==> config.mk <==
export PLATFORM = sky130hd
export DESIGN_NAME = sst_cell
export DESIGN_NICKNAME = d
export VERILOG_FILES = /design/src/hdl/sst_pkg.sv /design/src/hdl/sst_cell.sv
export SDC_FILE = /design/constraint.sdc
export NUM_CORES = 1
export LEC_CHECK = 0
export BUFFER_PORTS_ARGS = -buffer_cell sky130_fd_sc_hd__buf_2
export CAP_MARGIN = 20
export CORE_MARGIN = 10
export CORE_UTILIZATION = 49
export DETAILED_ROUTE_END_ITERATION = 8
export HOLD_SLACK_MARGIN = 0.06
export PLACE_DENSITY = 0.95
export SLEW_MARGIN = 20
export SYNTH_ARGS = -nofsm -noshare
export SYNTH_HDL_FRONTEND = slang
export SYNTH_SLANG_ARGS = --single-unit
==> constraint.sdc <==
create_clock -name clk -period 4 [get_ports clk]
set_clock_uncertainty 0.05 [all_clocks]
set_input_delay 0.2 -clock clk [delete_from_list [all_inputs] [get_ports clk]]
set_output_delay 0.2 -clock clk [all_outputs]
set_load 0.005 [all_outputs]
==> src/hdl/sst_pkg.sv <==
// shared types, constants and helpers for the sorted set table
package sst_pkg;

  localparam int CAPACITY  = 64;
  localparam int KEY_WIDTH = 32;
  localparam int IDX_W     = $clog2(CAPACITY);
  localparam int CNT_W     = $clog2(CAPACITY + 1);

  // fixed widths of the item and result fields
  localparam int CMD_W   = 2;
  localparam int KEY_W   = 32;
  localparam int POS_W   = 6;
  localparam int COUNT_W = 7;

  localparam logic [CMD_W-1:0] CMD_INSERT = 2'd0;
  localparam logic [CMD_W-1:0] CMD_DELETE = 2'd1;
  localparam logic [CMD_W-1:0] CMD_LOOKUP = 2'd2;

  localparam logic [KEY_WIDTH-1:0] KEY_MSB_MASK = {1'b1, {(KEY_WIDTH - 1){1'b0}}};

  typedef logic [KEY_WIDTH-1:0] key_t;

  typedef struct packed {
    logic [CMD_W-1:0] command;
    logic [KEY_W-1:0] key;
  } item_t;

  typedef struct packed {
    logic               hit;
    logic               changed;
    logic               full_res;
    logic [POS_W-1:0]   position;
    logic [COUNT_W-1:0] count;
  } result_t;

  typedef struct packed {
    logic load;
    logic shift_up;
    logic shift_down;
  } cell_ctl_t;

  function automatic logic [IDX_W-1:0] onehot_index(input logic [CAPACITY-1:0] v);
    logic [IDX_W-1:0] idx;
    idx = '0;
    for (int i = 0; i < CAPACITY; i++) begin
      if (v[i]) idx = idx | IDX_W'(i);
    end
    return idx;
  endfunction

endpackage

==> src/hdl/sst_cell.sv <==
// one table slot: holds a key, compares it against the probe, shifts with its neighbors
module sst_cell (
  input  logic              clk,
  input  logic              compare,
  input  sst_pkg::key_t     probe,
  input  logic              signed_keys,
  input  logic              valid,
  input  sst_pkg::cell_ctl_t ctl,
  input  sst_pkg::key_t     lower,
  input  sst_pkg::key_t     upper,
  output sst_pkg::key_t     entry,
  output logic              eq,
  output logic              gt
);

  sst_pkg::key_t flip;
  logic          eq_now;
  logic          gt_now;

  // flipping the sign bit turns a signed order into an unsigned one
  assign flip   = signed_keys ? sst_pkg::KEY_MSB_MASK : '0;
  assign eq_now = valid && (entry == probe);
  assign gt_now = valid && ((entry ^ flip) > (probe ^ flip));

  always_ff @(posedge clk) begin
    if (compare) begin
      eq <= eq_now;
      gt <= gt_now;
    end
    if (ctl.load) begin
      entry <= probe;
    end else if (ctl.shift_up) begin
      entry <= lower;
    end else if (ctl.shift_down) begin
      entry <= upper;
    end
  end

endmodule

Word-level counts from Yosys, hierarchy flattened
Cells that the tools add are included.
{ "classes": {"n_reduce_logical": 3, "n_mux": 4, "order_cmp": 1, "n_bitwise": 2, "eq_ne": 1} }
{ "ops": {"columns": ["operator", "n"], "rows": [
  ["two-way mux 32 bit", 4],
  ["bitwise XOR 32 bit", 2],
  ["== test 32 bit", 1],
  ["greater-than comparator 32 bit", 1],
  ["nonzero test 3 bit", 1],
  ["logical AND 1 bit", 2]
]} }
{ "totals": {"input_bits": 103, "regBits": 34} }

Logic depth before layout (Yosys ltp)
Gate-level depths: netlist (run 1).
{ "depth": {"depth_word": 4, "mapped_depth": 7, "ltp_nobuf": 7} }

Least setup slack after synthesis (run 1)
No wires, ideal clock.
{ "synth_timing": {"path_type": "register to register", "from": "register entry[15]", "to": "register gt (data pin)", "setup_ps": 259, "path_buffers": 0, "path_slack_ps": 1994, "arrival_ps": 1697, "path_stages_with_launch": 7, "cell_sequence": "edfxtp_1 ha_1 a21oi_1 o21ai_0 a211o_1 o32a_1 o31a_1"} }
{ "synth_via": {"elab_chain_cells": 3} }
{ "synth_rtl": {"columns": ["element", "line", "source"], "rows": [
  ["start: declaration", "sst_cell.sv:11", "output sst_pkg::key_t entry,"],
  ["start signal: assignment", "sst_cell.sv:31", "entry <= probe;"],
  ["start signal: assignment", "sst_cell.sv:33", "entry <= lower;"],
  ["start signal: assignment", "sst_cell.sv:35", "entry <= upper;"],
  ["bitwise XOR 32 bit", "sst_cell.sv:23", "assign gt_now = valid && ((entry ^ flip) > (probe ^ flip));"],
  ["greater-than comparator 32 bit", "sst_cell.sv:23", null],
  ["logical AND 1 bit", "sst_cell.sv:23", null],
  ["net gt_now", "sst_cell.sv:18", "logic gt_now;"],
  ["end signal: assignment", "sst_cell.sv:28", "gt <= gt_now;"],
  ["end: declaration", "sst_cell.sv:13", "output logic gt"]
]} }
The timed path passes the listed nets, and every way through them passes these cells.
A chain may end at the register's enable or synchronous reset.

Worst setup path after layout (run 1)
Same ends and word-level chain as after synthesis.

==> impl_metrics.env, run 1 <==
export IMPL_effective_utilization_at_floorplan=0.516
export IMPL_reg2reg_start="entry[15]"
export IMPL_final_core_util=0.684
export IMPL_worstSetupStartpointType="flip-flop"
export IMPL_fp_dieArea_sq_mm=0.00836
export IMPL_p_int_mw=0.691
export IMPL_drive_above_1_share=0.372
export IMPL_final_routed_drc_violation_total=0
export IMPL_drtPass1Iterations=4
export IMPL_synth_seq_area_share=0.408
export IMPL_outcome="completed"
export IMPL_initialDrtViolationCount=97
export IMPL_synth_ff_latch_count=34
export IMPL_global_route_wire_length_before_repair_um=11700
export IMPL_seq_power_share=0.482
export IMPL_ys_dominant_reg_cell="sky130_fd_sc_hd__edfxtp_1"
export IMPL_clockRootBuffer="sky130_fd_sc_hd__clkbuf_8"
export IMPL_path_class="reg2reg"
export IMPL_grt_ovfl_total=0
export IMPL_gp_congestion=0.769
export IMPL_timing_final_max_slew_violations=0
export IMPL_ant_nets=0
export IMPL_via_count=2299
export IMPL_final_common_cell="sky130_fd_sc_hd__buf_2"
export IMPL_max_slew_worst_pin_slew_ns=0.812
export IMPL_finalWorstPathRequiredPeriod_ns=2.13
export IMPL_setup_viol_count_final=0
export IMPL_leakage_power_nw=1.77
export IMPL_avgViaCountPerCell=5.00
export IMPL_design_core_area_sq_mm=0.00485
export IMPL_cts_max_level=2
export IMPL_grt_setup_unrepaired="false"
export IMPL_power_combinational_fraction=0.287
export IMPL_crit_path_max_incr_delay_ns=0.52
export IMPL_finalNonFillerCells=460
export IMPL_ys_warn_count=0
export IMPL_irDropWorstVdd_uv=187
export IMPL_synth_top_cells_by_area="sky130_fd_sc_hd__edfxtp_1 41%, sky130_fd_sc_hd__ha_1 16%, sky130_fd_sc_hd__mux2i_1 13%, sky130_fd_sc_hd__o21ai_0 7.2%, sky130_fd_sc_hd__nand2_1 5.6%"
export IMPL_worst_ep_arrival_time_ns=2.22
export IMPL_worstHoldEndpoint="eq"
export IMPL_fin_nets=528
export IMPL_total_of_cells_resized_after_clock_tree_synthesis=0
export IMPL_postSynth_asyncResetShare=0
export IMPL_number_of_buffers_inserted_during_clock_tree_synthesis=5
export IMPL_routed_wl_um=7370
export IMPL_postSynthAreaPerCell_sq_um=9.66
export IMPL_area_growth_pct=32.6
export IMPL_clkSlewWorstSetupHoldPaths_ns=0.06
export IMPL_regToRegEndpoint="gt"
export IMPL_numClockSinks=34
export IMPL_fillers=393
export IMPL_hold_path_class="in2reg"
export IMPL_power_share_clock=0.231
export IMPL_cell_area_after_placement_sq_mm=0.00324
export IMPL_post_synth_top_area_cell="sky130_fd_sc_hd__edfxtp_1"
export IMPL_ff2ff_path_depth=6
export IMPL_tritoncts="yes"
export IMPL_worst_hold_path_cells=1
export IMPL_postCtsHoldBufs=0
export IMPL_finalHoldViolations=0
export IMPL_mostFrequentLayoutCells="136 x sky130_fd_sc_hd__buf_2, 37 x sky130_fd_sc_hd__nand2_1, 36 x sky130_fd_sc_hd__o21ai_0"
export IMPL_via_count_of_the_first_global_routing_pass=2540
export IMPL_grt_start_max_net_pins=65
export IMPL_power_switching_fraction=0.280
export IMPL_power_total_mw=0.960
export IMPL_synth_distinct_cells=30
export IMPL_cpMaxStageDelayCell="sky130_fd_sc_hd__nor4_1"
export IMPL_cp_max_fo=3
export IMPL_pre_cts_ws_ns=1.75
export IMPL_synth_cells=259
export IMPL_worstPathRequired_ns=4.09
export IMPL_ant_diodes=0
export IMPL_hold_path_startpoint="compare"
export IMPL_post_route_cell_area_sq_mm=0.00332
export IMPL_std_cell_rows=25
export IMPL_place_hpwl_um=6240
export IMPL_post_cts_repair_setup_buffers=0
export IMPL_setup_total_negative_slack_ns=0
export IMPL_routedWlPerCell_um=16.0
export IMPL_finalCritPeriodShare=0.531
export IMPL_place_inst=454
export IMPL_die_outline_height_um=91.4
export IMPL_port_buffers=136
export IMPL_antenna_violations_before_repair=0
export IMPL_timing_max_slew_rel_slack=0.459
export IMPL_synth_enable_flop_cells=34
export IMPL_max_clock_path_buffers=2
export IMPL_crit_path_cell_trace="ha_1 -> nand4_1 -> nor4_1 -> a21boi_0 -> o32a_1 -> o31a_1"
export IMPL_worstSkewPairLatency_ns=0.27
export IMPL_rrSetupSlack_ns=1.87
export IMPL_yosysTopAreaCellShare=0.408
export IMPL_clock_fmax_ghz=0.471
export IMPL_boundary_pins=137
export IMPL_endpoint_kind="flip-flop"
export IMPL_cellPowerDensity_mw_per_mm2=290
export IMPL_syn_num_nets=393
export IMPL_globalRouteTotalUtil=0.169
export IMPL_netSwitchingPower_mw=0.269
export IMPL_postLayoutSetupSlackWorst_ns=1.87
export IMPL_hold_ws_ns=0.110
export IMPL_syn_area_sq_mm=0.00250
export IMPL_max_cap_violations=0
export IMPL_fp_dieW_um=91.4
[power by group through the flow]
stage          clock network (mW)  logic, mW  registers, mW
2_1_floorplan                   0      0.139          0.472
3_3_place_gp                    0      0.266          0.466
3_5_place_dp                    0      0.278          0.471
4_1_cts                     0.231      0.280          0.463
5_1_grt                     0.245      0.316          0.469
6_report                    0.222      0.275          0.463
[cells by family after synthesis]
family                     share of synthesized area
DFF                                            0.408
xor gates and xnor gates                     0.00350
muxes                                          0.128
and+or+nand+nor                                0.109
adders and majority gates                      0.155
AOI/OAI and AO/OA                              0.129
buffers and inverters                         0.0675
[critical path: cells and delay by family (launching register included)]
family | cells | cell delay [ns]
and+or+nand+nor | 2 | 0.69
adders and majority gates | 1 | 0.33
DFF | 1 | 0.40
AOI/OAI and AO/OA | 3 | 0.53
[cell type report]
class | count | area (sq um) | share of cell area
sequential | 34 | 1020 | 0.308
timing repair buffer | 139 | 703 | 0.212
multi-input combinational | 181 | 1310 | 0.395
clock inverter | 1 | 3.75 | 0.00113
tap | 67 | 83.8 | 0.0253
inverter | 33 | 124 | 0.0374
clock buffer | 5 | 68.8 | 0.0208
[cell usage after synthesis (2+ instances only)]
| cell type | n |
|---|---|
| sky130_fd_sc_hd__o21ai_0 | 36 |
| sky130_fd_sc_hd__nor4_1 | 2 |
| sky130_fd_sc_hd__a21oi_1 | 14 |
| sky130_fd_sc_hd__mux2i_1 | 32 |
| sky130_fd_sc_hd__edfxtp_1 | 34 |
| sky130_fd_sc_hd__nand2_1 | 37 |
| sky130_fd_sc_hd__nand4_1 | 5 |
| sky130_fd_sc_hd__inv_1 | 33 |
| sky130_fd_sc_hd__clkbuf_1 | 8 |
| sky130_fd_sc_hd__nor2b_1 | 2 |
| sky130_fd_sc_hd__nand3_1 | 4 |
| sky130_fd_sc_hd__buf_2 | 3 |
| sky130_fd_sc_hd__ha_1 | 31 |
| sky130_fd_sc_hd__nor2_1 | 2 |
[flip-flops by register name, indices dropped and copies added, names as in the netlist]
| signal | flops |
|---|---|
| gt | 1 |
| entry | 32 |
| eq | 1 |
[how the worst max path moves through the flow]
| stage | start | to | slack (ns) |
|---|---|---|---|
| 6_report | entry[15] | gt | 1.87 |
| 5_1_grt | entry[28] | gt | 1.73 |
| 4_1_cts | entry[15] | gt | 1.88 |
| 3_5_place_dp | ctl[1] | entry[3] | 1.75 |
| 3_3_place_gp | ctl[1] | entry[1] | 1.81 |
| 2_1_floorplan | entry[15] | gt | 1.99 |
[layer usage]
| metal | global-route usage | vias to the layer above | routed length, um |
|---|---|---|---|
| li1 | - | 1195 | - |
| met1 | 0.188 | 1000 | 2960 |
| met2 | 0.291 | 92 | 3640 |
| met3 | 0.0634 | 12 | 635 |
| met4 | 0.0548 | 0 | 134 |
| met5 | 0 | - | 0 |
(Power assumes the default switching activity.)
==> inputs of run 2 (changes only) <==
- CORE_UTILIZATION: 49 -> 45
- PLACE_DENSITY: 0.95 -> 0.91
- clock period: 4 -> 2.11 ns (I/O delays scaled with it)
==> impl_metrics.env, run 2 (synthesis gave the netlist of run 1 again) <==
export IMPL_numClockSinks=34
export IMPL_crit_path_cell_trace="ha_4 -> nand4_1 -> nor2_1 -> a211o_1 -> o32a_1 -> o31a_1"
export IMPL_path_class="reg2reg"
export IMPL_effective_utilization_at_floorplan=0.460
export IMPL_antenna_violations_before_repair=0
export IMPL_drtPass1Iterations=4
export IMPL_globalRouteTotalUtil=0.174
export IMPL_global_route_wire_length_before_repair_um=12400
export IMPL_clkSlewWorstSetupHoldPaths_ns=0.07
export IMPL_grt_setup_unrepaired="true"
export IMPL_p_int_mw=1.36
export IMPL_max_cap_violations=0
export IMPL_place_hpwl_um=6560
export IMPL_fp_dieW_um=94.6
export IMPL_routedWlPerCell_um=17.4
export IMPL_power_combinational_fraction=0.309
export IMPL_register_ranked_first_by_flip_flop_count="entry"
export IMPL_die_outline_height_um=94.6
export IMPL_ant_diodes=0
export IMPL_final_core_util=0.652
export IMPL_worstSkewPairLatency_ns=0.28
export IMPL_power_share_clock=0.237
export IMPL_timing_max_slew_rel_slack=0.660
export IMPL_postLayoutSetupSlackWorst_ns=-0.0616
export IMPL_finalWorstPathRequiredPeriod_ns=2.17
export IMPL_drive_above_1_share=0.411
export IMPL_cp_max_fo=3
export IMPL_hold_path_startpoint="probe[3]"
export IMPL_setup_viol_count_final=1
export IMPL_std_cell_rows=27
export IMPL_cell_area_after_placement_sq_mm=0.00328
export IMPL_mostFrequentLayoutCells="136 x sky130_fd_sc_hd__buf_2, 36 x sky130_fd_sc_hd__nand2_1, 36 x sky130_fd_sc_hd__o21ai_0"
export IMPL_routed_wl_um=8240
export IMPL_worstPathRequired_ns=2.09
export IMPL_avgViaCountPerCell=5.16
export IMPL_finalCritPeriodShare=1.03
export IMPL_hold_ws_ns=0.0662
export IMPL_netSwitchingPower_mw=0.587
export IMPL_final_routed_drc_violation_total=0
export IMPL_boundary_pins=137
export IMPL_cpMaxStageDelayCell="sky130_fd_sc_hd__edfxtp_1"
export IMPL_cp_buffers_inverters=0
export IMPL_via_count=2441
export IMPL_final_common_cell="sky130_fd_sc_hd__buf_2"
export IMPL_worst_setup_path_startpoint="entry[13]"
export IMPL_post_route_cell_area_sq_mm=0.00355
export IMPL_power_switching_fraction=0.301
export IMPL_fp_dieArea_sq_mm=0.00894
export IMPL_via_count_of_the_first_global_routing_pass=2619
export IMPL_path_delay_family="compound AO/OA/AOI/OAI gates"
export IMPL_crit_path_max_incr_delay_ns=0.44
export IMPL_grt_start_max_net_pins=38
export IMPL_cellPowerDensity_mw_per_mm2=550
export IMPL_port_buffers=136
export IMPL_initialDrtViolationCount=105
export IMPL_worstSetupStartpointType="flip-flop"
export IMPL_area_growth_pct=41.8
export IMPL_max_clock_path_buffers=2
export IMPL_max_slew_worst_pin_slew_ns=0.510
export IMPL_number_of_buffers_inserted_during_clock_tree_synthesis=5
export IMPL_outcome="finished, violations left"
export IMPL_largest_reg_flops=32
export IMPL_endpoint_kind="flip-flop"
export IMPL_irDropWorstVdd_uv=377
export IMPL_design_core_area_sq_mm=0.00544
export IMPL_clock_fmax_ghz=0.460
export IMPL_fin_nets=535
export IMPL_cts_max_level=2
export IMPL_worst_ep_arrival_time_ns=2.16
export IMPL_reg2reg_start="entry[13]"
export IMPL_finalHoldViolations=0
export IMPL_tritoncts="yes"
export IMPL_gp_congestion=0.744
export IMPL_ant_nets=0
export IMPL_pre_cts_ws_ns=-0.0345
export IMPL_hold_path_class="in2reg"
export IMPL_timing_final_max_slew_violations=0
export IMPL_seq_power_share=0.454
export IMPL_grt_ovfl_total=0
export IMPL_leakage_power_nw=1.82
export IMPL_violations="setup timing"
export IMPL_largest_registers="entry (32), eq (1), gt (1)"
export IMPL_clockRootBuffer="sky130_fd_sc_hd__clkbuf_8"
-- run 2: cell types whose count changed in the layout (fill, tap and decap cells not counted), moves of 2 or more --
| cell | change |
|---|---|
| sky130_fd_sc_hd__a21oi_1 | -2 |
| sky130_fd_sc_hd__buf_4 | +3 |
| sky130_fd_sc_hd__clkbuf_1 | +2 |
| sky130_fd_sc_hd__a21oi_2 | +2 |
| sky130_fd_sc_hd__ha_1 | -9 |
| sky130_fd_sc_hd__ha_4 | +9 |
| sky130_fd_sc_hd__dlygate4sd3_1 | +3 |
-- run 2: final cells by class --
type	count	area [sq um]
Timing Repair Buffer	146	776
Tap cell	72	90.1
Fill cell	445	1890
Inverter	33	124
Clock buffer	7	76.3
Multi-Input combinational cell	181	1460
Sequential cell	34	1020
-- run 2: timing repair --
action                                 CTS  global route
setup endpoints to repair                1             1
setup buffers                            0             1
hold buffers                             3             0
endpoints found under the hold margin    4             0
pin swaps                                4             5
gates resized for setup                  7            10
-- run 2: layer usage --
| metal | GRT usage | vias to the layer above | routed length (um) |
|---|---|---|---|
| met3 | 0.0595 | 17 | 664 |
| met2 | 0.305 | 109 | 4200 |
| met4 | 0.0611 | 0 | 188 |
| met5 | 0 | - | 0 |
| met1 | 0.192 | 1104 | 3190 |
| li1 | - | 1211 | - |
-- run 2: worst paths after layout --
kind              depth (start not counted)        to  slack, ns
setup / recovery                          6        gt      -0.06
hold reg to reg                           4        eq       0.92
setup reg to reg                          6        gt      -0.06
hold / removal                            3  entry[3]       0.07
-- run 2: stage by stage --
stage               power (mW)  std cells  TNS (ns)
floorplan                 1.16        259         0
finish                    1.95        473   -0.0616
global placement          1.39        462         0
global route              2.06        473   -0.0755
CTS                       1.93        472         0
detailed placement        1.43        462   -0.0345
-- run 2: tightest hold or removal path, cell delays in order --
cell	delay, ns
sky130_fd_sc_hd__buf_2	0.08
sky130_fd_sc_hd__nand2_1	0.04
sky130_fd_sc_hd__o21ai_0	0.06
-- run 2: power groups by stage --
stage	sequential (mW)	combinational (mW)	clock, mW
detailed placement	0.891	0.542	0
global placement	0.881	0.513	0
finish	0.886	0.602	0.462
global route	0.894	0.671	0.497
floorplan	0.895	0.264	0
CTS	0.881	0.570	0.474
